**src/design/zvc_pkg.sv**
```systemverilog
package zvc_pkg;

    // Field widths
    localparam int unsigned VALUE_W = 64;
    localparam int unsigned BYTE_W  = 8;
    localparam int unsigned GROUP_W = 7;
    localparam int unsigned COUNT_W = 4;
    localparam int unsigned SHIFT_W = 6;

    // Group count at which a still-continued byte is an overlong error
    localparam logic [COUNT_W-1:0] LAST_GROUP = 4'd9;

    // Action codes
    localparam logic ACTION_ENCODE = 1'b0;
    localparam logic ACTION_DECODE = 1'b1;

    // Result kinds
    typedef enum logic [1:0] {
        KIND_BYTE     = 2'd0,
        KIND_PENDING  = 2'd1,
        KIND_VALUE    = 2'd2,
        KIND_OVERLONG = 2'd3
    } kind_t;

    typedef struct packed {
        logic                 action;
        logic                 use_zigzag;
        logic [VALUE_W-1:0]   value_in;
        logic [BYTE_W-1:0]    byte_in;
    } item_t;

    typedef struct packed {
        kind_t                kind;
        logic [BYTE_W-1:0]    byte_out;
        logic                 last;
        logic [VALUE_W-1:0]   value_out;
    } result_t;

    // Controller states
    typedef enum logic {
        ST_IDLE,
        ST_ENCODE
    } ctrl_state_t;

    // Controller to datapath
    typedef struct packed {
        logic accept;    // take the presented transaction
        logic enc_step;  // emit the next byte of the held encode value
    } dp_cmd_t;

    // Datapath to controller
    typedef struct packed {
        logic enc_more;  // current encode source still has bits above the low 7-bit group
    } dp_status_t;

endpackage

```
**src/design/zvc_ctrl.sv**
```systemverilog
module zvc_ctrl
    import zvc_pkg::*;
(
    input  logic       clk,
    input  logic       rst_n,
    input  logic       item_valid,
    input  logic       item_action,
    output logic       item_ready,
    output logic       result_valid,
    input  logic       result_ready,
    input  dp_status_t status,
    output dp_cmd_t    cmd
);

    ctrl_state_t state_reg;
    ctrl_state_t state_next;
    logic        result_valid_reg;
    logic        result_valid_next;
    logic        slot_free;

    // Output register can take a new transaction this cycle
    assign slot_free = !result_valid_reg || result_ready;

    // Next state
    always_comb
    begin
        state_next = state_reg;
        unique case (state_reg)
            ST_IDLE:
            begin
                if (item_valid && slot_free && item_action == ACTION_ENCODE && status.enc_more)
                begin
                    state_next = ST_ENCODE;
                end
            end
            ST_ENCODE:
            begin
                if (slot_free && !status.enc_more)
                begin
                    state_next = ST_IDLE;
                end
            end
            default:
            begin
                state_next = ST_IDLE;
            end
        endcase
    end

    // Commands and handshake
    always_comb
    begin
        cmd        = '0;
        item_ready = 1'b0;
        unique case (state_reg)
            ST_IDLE:
            begin
                item_ready = slot_free;
                cmd.accept = item_valid && slot_free;
            end
            ST_ENCODE:
            begin
                cmd.enc_step = slot_free;
            end
            default:
            begin
                cmd = '0;
            end
        endcase
    end

    // Hold the result until taken, load on any produced byte or decode result
    assign result_valid_next = cmd.accept || cmd.enc_step || (result_valid_reg && !result_ready);
    assign result_valid      = result_valid_reg;

    always_ff @(posedge clk or negedge rst_n)
    begin
        if (!rst_n)
        begin
            state_reg        <= ST_IDLE;
            result_valid_reg <= 1'b0;
        end
        else
        begin
            state_reg        <= state_next;
            result_valid_reg <= result_valid_next;
        end
    end

endmodule

```
**src/design/zvc_datapath.sv**
```systemverilog
module zvc_datapath
    import zvc_pkg::*;
(
    input  logic       clk,
    input  logic       rst_n,
    input  item_t      item,
    input  dp_cmd_t    cmd,
    output dp_status_t status,
    output result_t    result
);

    logic [VALUE_W-1:0] enc_shift_reg;
    logic [VALUE_W-1:0] enc_shift_next;
    logic [VALUE_W-1:0] acc_reg;
    logic [VALUE_W-1:0] acc_next;
    logic [COUNT_W-1:0] count_reg;
    logic [COUNT_W-1:0] count_next;
    result_t            result_reg;
    result_t            result_next;

    logic [VALUE_W-1:0] mapped_in;
    logic [VALUE_W-1:0] enc_src;
    logic               enc_more;
    logic [SHIFT_W-1:0] shift_amt;
    logic [VALUE_W-1:0] acc_merged;
    logic [VALUE_W-1:0] acc_unmapped;
    logic               dec_more;

    // Zigzag map of the incoming value
    assign mapped_in = item.use_zigzag
                     ? ((item.value_in << 1) ^ {VALUE_W{item.value_in[VALUE_W-1]}})
                     : item.value_in;

    // Encode source: fresh value on accept, remaining groups while stepping
    assign enc_src  = cmd.enc_step ? enc_shift_reg : mapped_in;
    assign enc_more = |enc_src[VALUE_W-1:GROUP_W];
    assign status.enc_more = enc_more;

    // Decode merge at shift 7 * count; upper group bits fall off the top
    assign shift_amt    = SHIFT_W'(({3'b000, count_reg} << 3) - {3'b000, count_reg});
    assign acc_merged   = acc_reg | ({{(VALUE_W-GROUP_W){1'b0}}, item.byte_in[GROUP_W-1:0]}
                                     << shift_amt);
    assign acc_unmapped = item.use_zigzag
                        ? ((acc_merged >> 1) ^ {VALUE_W{acc_merged[0]}})
                        : acc_merged;
    assign dec_more     = item.byte_in[BYTE_W-1];

    // Next values of the encode shifter, accumulator and result
    always_comb
    begin
        enc_shift_next = enc_shift_reg;
        acc_next       = acc_reg;
        count_next     = count_reg;
        result_next    = result_reg;

        if (cmd.enc_step || (cmd.accept && item.action == ACTION_ENCODE))
        begin
            enc_shift_next        = enc_src >> GROUP_W;
            result_next.kind      = KIND_BYTE;
            result_next.byte_out  = {enc_more, enc_src[GROUP_W-1:0]};
            result_next.last      = !enc_more;
            result_next.value_out = '0;
        end
        else if (cmd.accept)
        begin
            result_next.byte_out  = '0;
            result_next.last      = 1'b1;
            result_next.value_out = '0;
            priority if (!dec_more)
            begin
                result_next.kind      = KIND_VALUE;
                result_next.value_out = acc_unmapped;
                acc_next              = '0;
                count_next            = '0;
            end
            else if (count_reg == LAST_GROUP)
            begin
                result_next.kind = KIND_OVERLONG;
                acc_next         = '0;
                count_next       = '0;
            end
            else
            begin
                result_next.kind = KIND_PENDING;
                acc_next         = acc_merged;
                count_next       = count_reg + 1'b1;
            end
        end
    end

    always_ff @(posedge clk or negedge rst_n)
    begin
        if (!rst_n)
        begin
            acc_reg   <= '0;
            count_reg <= '0;
        end
        else
        begin
            acc_reg   <= acc_next;
            count_reg <= count_next;
        end
    end

    // Payload registers
    always_ff @(posedge clk)
    begin
        enc_shift_reg <= enc_shift_next;
        result_reg    <= result_next;
    end

    assign result = result_reg;

endmodule

```
**src/design/zigzag_varint_codec_core.sv**
```systemverilog
// Encode: one result byte per cycle while results are taken, 1 to 10 bytes per
// value (datapath 7-bit group shifter). First byte is registered on acceptance.
// Decode: one byte per cycle while results are taken, registered on acceptance.
// The output register frees a slot each cycle the result is taken.
// Reset (rst_n low, asynchronous) clears the accumulator, group count and state.
module zigzag_varint_codec_core
    import zvc_pkg::*;
(
    input  logic    clk,
    input  logic    rst_n,
    input  logic    item_valid,
    output logic    item_ready,
    input  item_t   item,
    output logic    result_valid,
    input  logic    result_ready,
    output result_t result
);

    dp_cmd_t    cmd;
    dp_status_t status;

    // Sequencing and output handshake
    zvc_ctrl u_ctrl (
        .clk          (clk),
        .rst_n        (rst_n),
        .item_valid   (item_valid),
        .item_action  (item.action),
        .item_ready   (item_ready),
        .result_valid (result_valid),
        .result_ready (result_ready),
        .status       (status),
        .cmd          (cmd)
    );

    // Group shifter, accumulator and result register
    zvc_datapath u_datapath (
        .clk    (clk),
        .rst_n  (rst_n),
        .item   (item),
        .cmd    (cmd),
        .status (status),
        .result (result)
    );

endmodule

```
**config.mk**
```make
export PLATFORM = sky130hd
export DESIGN_NAME = zigzag_varint_codec_core
export DESIGN_NICKNAME = d
export VERILOG_FILES = /design/src/design/zvc_pkg.sv /design/src/design/zvc_ctrl.sv /design/src/design/zvc_datapath.sv /design/src/design/zigzag_varint_codec_core.sv
export SDC_FILE = /design/constraint.sdc
export NUM_CORES = 1
export LEC_CHECK = 0
export ABC_CLOCK_PERIOD_IN_PS = 3000
export BUFFER_PORTS_ARGS = -buffer_cell sky130_fd_sc_hd__clkbuf_2
export CAP_MARGIN = 30
export CORE_MARGIN = 10
export CORE_UTILIZATION = 40
export DETAILED_ROUTE_END_ITERATION = 8
export HOLD_SLACK_MARGIN = 0.06
export SYNTH_ARGS = -nofsm -noshare
export SYNTH_HDL_FRONTEND = slang
export SYNTH_SLANG_ARGS = --single-unit
```
**constraint.sdc**
```tcl
create_clock -name clk -period 3 [get_ports clk]
set_input_delay 0.3 -clock clk [delete_from_list [all_inputs] [get_ports clk]]
set_output_delay 0.3 -clock clk [all_outputs]
set_load 0.01 [all_outputs]
```
# Yosys cells after proc, flatten, opt, wreduce, memory -nomap -nowiden
# Cells that the tools add are included.
[word_totals]
input_bits = 78
register_bits = 202
[op_classes]
n_eq_ne = 1
n_shift = 1
n_mux = 18
n_bitwise = 6
n_reduce_logical = 16
add_sub_neg = 2
[op_table]
columns = ["op", "count"]
rows = [
  ["2-to-1 mux 64 bit", 6],
  ["2-to-1 mux 73 bit", 2],
  ["bitwise OR 64 bit", 1],
  ["<< shifter 7 x 6 -> 64 bit", 1],
  ["XOR 63 x 64 -> 64 bit", 1],
  ["XOR 64 bit", 1],
  ["OR reduction 57 bit", 1],
  ["2-to-1 mux 4 bit", 2],
  ["logical AND 1 bit", 6],
  ["subtractor 6 x 4 -> 6 bit", 1],
  ["2-to-1 mux 1 bit", 5],
  ["adder 4 x 1 -> 4 bit, second input constant", 1],
  ["== test 4 bit, second input constant", 1],
  ["logical OR 1 bit", 4],
  ["2-to-1 mux 2 bit", 2],
  ["zero test 1 bit", 3],
  ["inverter 1 bit", 3],
  ["case mux 1 bit (2 select lines)", 1],
  ["AND reduction 2 bit", 1],
  ["nonzero test 2 bit", 1],
]

# Longest topological paths before layout
# Gate-level depths: netlist of run 1.
[logic_depth]
depth_word = 9
ltp_mapped = 14
mapped_depth_nobuf = 9

# By module
# Synthesis of run 1 repeated with hierarchy kept, for this count alone.
[hier_totals]
cells_unflattened = 1221
hier_area_um2 = 11447.2
[by_module_without_submodules]
columns = ["mod", "area_per_inst_um2", "n_inst", "cells_per_inst", "seq_area_each_um2"]
rows = [
  ["zvc_datapath", 11335.9, 1, 1212, 5004.8],
  ["zvc_ctrl", 111.4, 1, 9, 50.0],
]

# Worst setup path after synthesis of run 1
# OpenSTA, ideal clock, no wires.
[synth_timing]
kind = "register -> register"
start = "reg u_datapath.count_reg[1]"
end = "reg u_datapath.result_reg, in the netlist u_datapath.result[48]"
path_stages_with_launch = 13
required_time_ns = 2.864
arrival_time_ns = 2.570
setup_slack_ns = 0.294
synth_period_minus_slack_ns = 2.706
setup_time_ns = 0.136
path_cell_list = "dfrtp_1 > buf_2 > inv_1 > ha_1 > buf_2 > buf_2 > mux4_2 > mux2_2 > nand3_1 > o31ai_1 > a21oi_1 > mux2i_1 > o211ai_1"
[synth_via]
elab_chain_cells = 6
[synth_lines]
columns = ["item", "line_no", "source"]
rows = [
  ["start: declaration", "zvc_datapath.sv:16", "logic [COUNT_W-1:0] count_reg;"],
  ["start signal: assignment", "zvc_datapath.sv:101", "count_reg <= count_next;"],
  ["subtractor 6 x 4 -> 6 bit *", "zvc_datapath.sv:40", "assign shift_amt = SHIFT_W'(({3'b000, count_reg} << 3) - {3'b000, count_reg});"],
  ["<< shifter 7 x 6 -> 64 bit *", "zvc_datapath.sv:41", "assign acc_merged = acc_reg | ({{(VALUE_W-GROUP_W){1'b0}}, item.byte_in[GROUP_W-1:0]}"],
  ["bitwise OR 64 bit *", "zvc_datapath.sv:41", ""],
  ["XOR 63 x 64 -> 64 bit", "zvc_datapath.sv:44", "? ((acc_merged >> 1) ^ {VALUE_W{acc_merged[0]}})"],
  ["2-to-1 mux 64 bit *", "zvc_datapath.sv:44", ""],
  ["2-to-1 mux 64 bit *", "zvc_datapath.sv:69", "priority if (!dec_more)"],
  ["end signal: assignment", "zvc_datapath.sv:109", "result_reg <= result_next;"],
  ["end: declaration", "zvc_datapath.sv:18", "result_t result_reg;"],
]
# Mark *: on every way between the ends. The rest lies on a longest branch, timed or not.
# A chain may end at the register's enable or synchronous reset.

# Worst setup path after layout of run 1
[layout_timing]
start = "reg u_datapath.count_reg[0]"
end = "reg u_datapath.result_reg, in the netlist u_datapath.result[14]"
# Same word-level chain as after synthesis.

==> impl_metrics.json, run 1 <==
{
  "crit_path_cell_trace": "ha_1, or4_4, and2_0, a211oi_4, a21oi_1, xnor2_1, o221ai_1",
  "wl_mm": 38.0,
  "powerDensity_mw_per_mm2": 647,
  "clkSinkCount": 202,
  "cts_buffers": 24,
  "endpoint_kind": "flip-flop",
  "core_mm2": 0.0279,
  "max_freq_ghz": 0.351,
  "crit_required_ns": 3.39,
  "drt_iter0_drc": 883,
  "clock-root-buffer": "clkbuf_16",
  "crit_type": "reg2reg",
  "die_w_um": 189,
  "via_per_inst": 5.70,
  "hold_depth": 2,
  "register_area_mm2": 0.00505,
  "tritoncts": "done",
  "cp-start-kind": "flip-flop",
  "rsz0062_at_grt": "no",
  "power_mw": 8.86,
  "synth_fp_nets": 1331,
  "fill_cells": 2717,
  "reg2regPathDepth": 7,
  "die_area_mm2": 0.0356,
  "async_flop_share_pct": 34.7,
  "gp_congestion": 0.889,
  "grt_remaining_overflow": 0,
  "slew_viol_final": 0,
  "dp_hpwl_mm": 26.9,
  "final_area_mm2": 0.0137,
  "drcViolationCount": 0,
  "synth_common_cells": "nand2_1, a21oi_1, nor2_1, o21ai_0, xnor2_1",
  "cp.arrival_ns": 3.24,
  "ys_types": 83,
  "max_slew.worst_pin.slew_ns": 0.671,
  "ys_warn_count": 0,
  "slowest_stage": "or4_4",
  "netlist_area_mm2": 0.0114,
  "netlist_instances": 1249,
  "nNetsFinal": 1486,
  "grt_pass1_wl_mm": 58.5,
  "avgSynthCellArea_um2": 9.11,
  "fp.dieH_um": 189,
  "synth-seq-cells": 202,
  "start_util_pct": 40.7,
  "vias": 10300,
  "worstPathMaxFanout": 8,
  "ios": 155,
  "yosysTopAreaCell": "edfxtp_1",
  "drive_above_1_share_pct": 22.9,
  "fin_crit_sh_pct": 95.1,
  "cap_violations": 0,
  "hp-class": "in2reg",
  "finalSetupTns_ns": 0,
  "final-hold-violation-count": 0,
  "fp-row-count": 61,
  "multi_input_area_mm2": 0.00587,
  "synth_area_leaders": "edfxtp_1, dfrtp_1, dfxtp_1, xnor2_1, nand2_1",
  "fin_crit_ns": 2.85,
  "avgRoutedWirePerCell_um": 21.1,
  "drtAntennaViolNets": 0,
  "ys.flop_type": "dfrtp_1",
  "postCtsSetupBuffers": 0,
  "synth_most_common_cell": "nand2_1",
  "cts_htree_levels": 1,
  "yosysSeqAreaShare_pct": 44.4,
  "grt_pass1_vias": 9926,
  "clk_latency_ns": 0.53,
  "syn2layout_area_growth_pct": 20.5,
  "clock_skew_ns": 0.0104,
  "critPathMaxStageDelay_ns": 0.56,
  "synth_edf_count": 66,
  "yosys.area.top_type_share_pct": 17.4,
  "ir_drop_mv": 0.383,
  "largest_reg_flops": 75,
  "first_pass_iters": 5,
  "status": "completed",
  "power_leakage_nw": 5.65,
  "grt_max_degree": 47,
  "path_clk_slew_ns": 0.06,
  "grt_antenna_before_repair": 0,
  "io_buffers": 154,
  "relSlewSlack_pct": 55.1,
  "diodes": 0,
  "track_usage_pct": 20.3,
  "clock_path_buffers": 3,
  "finalSetupViolations": 0,
  "post_dp_cell_area_mm2": 0.0128
}
-- layer usage --
metal	vias up	global-route usage [%]	part of all wire [%]
met3	63	3.99	7.0
li1	4846	-	-
met4	0	5.80	2.7
met5	-	0	0
met1	4984	27.9	45
met2	368	31.7	45
-- metrics by stage --
| step | hold WS [ns] | utilization [%] | std cells | worst slack (ns) |
|---|---|---|---|---|
| after floorplan | 0.00441 | - | 1249 | 0.294 |
| after global placement | 0.432 | 45.8 | 1751 | 0.186 |
| after detailed placement | 0.311 | 46.0 | 1754 | 0.154 |
| after CTS | 0.0634 | 48.9 | 1799 | 0.122 |
| after global routing | 0.104 | 49.1 | 1800 | 0.00647 |
| final | 0.0877 | 49.1 | 1800 | 0.147 |
-- placed cells by master (no fill, tap or decap), types with 60 or more instances in the layout --
cell / n
edfxtp_1: 66
dfxtp_1: 66
a21oi_1: 126
nor2_1: 106
buf_4: 60
xnor2_1: 94
nand2_1: 172
o21ai_0: 106
dfrtp_1: 70
clkbuf_2: 151
-- kinds of logic (layout without fill, tap and decap cells) --
group	after synthesis	after routing	share of synthesized area, %
buffers and inverters	101	274	4.34
multiplexers	53	53	5.02
AO/OA/AOI/OAI	385	385	21.8
AND/OR/NAND/NOR	406	406	16.3
flip-flops	202	202	44.4
XOR/XNOR	98	98	7.71
adder cells (fa/ha/maj)	4	4	0.440
-- critical path: cells and delay by family (launching register included) --
kind,cells,cell delay (ns)
compound gates,3,0.82
simple gates,2,0.91
flops,1,0.42
fa+ha+maj,1,0.40
xor+xnor,1,0.19
-- power breakdown --
group          leakage (nW)  internal (mW)  switching [mW]  total, mW
Sequential             2.14           3.02          0.0897       3.11
Clock                 0.394           1.80            1.23       3.02
Combinational          3.12           1.00            1.73       2.73
-- area by class of cell --
type,instances,share of cell area [%]
multi-input combinational,946,42.9
clock inverter,13,1.22
tap,378,3.45
inverter,5,0.137
sequential,202,36.9
timing repair buffer,225,10.7
clock buffer,31,4.72
-- final timing paths --
kind | end | start | slack (ns)
max | u_datapath.result[14] | u_datapath.count_reg[0] | 0.15
min | u_ctrl.result_valid | item_valid | 0.09
max reg2reg | u_datapath.result[14] | u_datapath.count_reg[0] | 0.15
min reg2reg | u_datapath.result[74] | u_datapath.result[74] | 0.45
max in group asynchronous | u_datapath.acc_reg[5] | rst_n | 2.11
min in group asynchronous | u_datapath.acc_reg[44] | rst_n | 0.30
-- timing repair --
item | in CTS | in global routing
hold buffers | 1 | 0
endpoints found under the hold margin | 34 | 0
endpoints found under the setup margin | 0 | 10
resized for setup | 0 | 2
(Power assumes the default switching activity.)
==> run 2: changes to the inputs <==
Settings changed: BUFFER_PORTS_ARGS -buffer_cell sky130_fd_sc_hd__clkbuf_2 to -buffer_cell sky130_fd_sc_hd__buf_2.
==> run 2 against run 1 <==
Hold slack improved by 0.025 ns. Final cell count barely moved. Die area did not move. Core utilization barely moved. Combinational power fell by 2%. Sequential share of layout area barely moved. Global-route usage barely moved. Count of clock-buffer cells in the layout rose by 3. Final area barely moved. Clock power rose by 4%. Register-to-register slack got worse by 0.03 ns. Sequential power barely moved.
==> impl_metrics.json, run 2 (synthesis results as in run 1) <==
{
  "hp-class": "in2async",
  "drtAntennaViolNets": 0,
  "start_util_pct": 40.7,
  "vias": 10200,
  "final_common_cell": "nand2_1",
  "ir_drop_mv": 0.382,
  "io_buffers": 154,
  "rsz0062_at_grt": "yes",
  "power_leakage_nw": 5.71,
  "path_clk_slew_ns": 0.06,
  "seq_power_share_pct": 34.9,
  "core_mm2": 0.0279,
  "wl_mm": 37.5,
  "post_dp_cell_area_mm2": 0.0128,
  "clkPwrFrac_pct": 35.2,
  "cp-start-kind": "flip-flop",
  "die_w_um": 189,
  "cp.arrival_ns": 3.29,
  "finalSetupViolations": 0,
  "relSlewSlack_pct": 47.1,
  "cts_buffers": 24,
  "drive_above_1_share_pct": 23.1,
  "cap_violations": 0,
  "power_mw": 8.92,
  "via_per_inst": 5.68,
  "p_int_mw": 5.93,
  "grt_remaining_overflow": 0,
  "crit_required_ns": 3.41,
  "final_area_mm2": 0.0137,
  "max_slew.worst_pin.slew_ns": 0.793,
  "final-hold-violation-count": 0,
  "dp.cells": 1750,
  "fin_crit_ns": 2.89,
  "nNetsFinal": 1486,
  "slew_viol_final": 0,
  "gp_congestion": 0.916,
  "fin_crit_sh_pct": 96.2,
  "grt_pass1_vias": 9867,
  "power.switching_mw": 2.99,
  "fill_cells": 2732,
  "grt_antenna_before_repair": 0,
  "final_cells": 1801,
  "cts_htree_levels": 1,
  "syn2layout_area_growth_pct": 20.5,
  "tritoncts": "done",
  "fp.dieH_um": 189,
  "grt_max_degree": 71,
  "dp_hpwl_mm": 26.5,
  "worstPathMaxFanout": 14,
  "grt_pass1_wl_mm": 58.2,
  "status": "completed",
  "crit_type": "reg2reg",
  "powerDensity_mw_per_mm2": 651,
  "final_cell_mix": "nand2_1, buf_2, a21oi_1",
  "endpoint_kind": "flip-flop",
  "clk_latency_ns": 0.53,
  "avgRoutedWirePerCell_um": 20.8,
  "first_pass_iters": 5,
  "clock_path_buffers": 3,
  "p_comb_share_pct": 30.0,
  "drcViolationCount": 0,
  "ios": 155,
  "clock_skew_ns": 0.0188,
  "track_usage_pct": 20.3,
  "clkSinkCount": 202,
  "drt_iter0_drc": 1013,
  "fp-row-count": 61,
  "clock-root-buffer": "clkbuf_16",
  "die_area_mm2": 0.0356,
  "largest_reg_flops": 75,
  "max_freq_ghz": 0.346,
  "fin_util_pct": 49.1,
  "switching_share_pct": 33.6
}
run 2: area by class of cell:
| class | instances | area, um2 | share of cell area (%) |
|---|---|---|---|
| antenna | 1 | 2.50 | 0.0183 |
| clock buffer | 34 | 688 | 5.02 |
| clock inverter | 10 | 166 | 1.21 |
| inverter | 5 | 18.8 | 0.137 |
| multi-input combinational | 946 | 5880 | 42.9 |
| sequential | 202 | 5050 | 36.9 |
| tap | 378 | 473 | 3.45 |
| timing repair buffer | 225 | 1420 | 10.4 |
run 2: timing repair:
action,in CTS,in global routing
buffers inserted,2,0
pin swaps,1,0
hold buffers,2,0
resized for setup,0,6
setup endpoints to repair,1,8
endpoints found under the hold margin,71,0
run 2: power by group through the flow:
stage / logic [mW] / registers [mW] / clock network [mW]
final: 2.67 / 3.11 / 3.14
after global routing: 2.88 / 3.12 / 3.29
after CTS: 2.63 / 3.11 / 3.19
after detailed placement: 2.59 / 3.16 / 0
after global placement: 2.58 / 3.16 / 0
after floorplan: 1.76 / 3.14 / 0
run 2: metrics by stage:
step           setup TNS [ns]  setup slack (ns)  hold slack (ns)
4_1_cts                     0             0.123            0.121
3_3_place_gp          -0.0349           -0.0349            0.432
3_5_place_dp          -0.0723           -0.0723            0.441
6_report                    0             0.114            0.113
2_1_floorplan               0             0.294          0.00441
5_1_grt               -0.0695           -0.0263            0.138
run 2: worst paths after layout:
check | endpoint | slack (ns) | cells after the start | from
min | u_datapath.acc_reg[40] | 0.11 | 2 | rst_n
min in group clk | u_datapath.result[73] | 0.14 | 2 | item[7]
max reg2reg | u_datapath.result[9] | 0.11 | 9 | u_datapath.count_reg[0]
min reg2reg | u_datapath.result[74] | 0.45 | 1 | u_datapath.result[74]
max in group asynchronous | u_ctrl.result_valid | 2.31 | 3 | rst_n
max | u_datapath.result[9] | 0.11 | 9 | u_datapath.count_reg[0]
run 2: per-layer routing:
metal	wire [um]	share of wire (%)	track usage (%)	vias to the layer above
li1	-	-	-	4832
met1	17100	46	28.2	4939
met2	16500	44	31.2	399
met3	2610	7.0	3.60	61
met4	1200	3.2	6.20	0
met5	0	0	0	-
run 2: critical path, cell delays in order (launching register included):
cell	delay [ns]
dfrtp_1	0.42
ha_1	0.42
buf_4	0.21
o31ai_4	0.07
nand2_2	0.25
or2_2	0.40
o22ai_2	0.51
a21o_1	0.24
mux2i_1	0.18
nand2_1	0.06
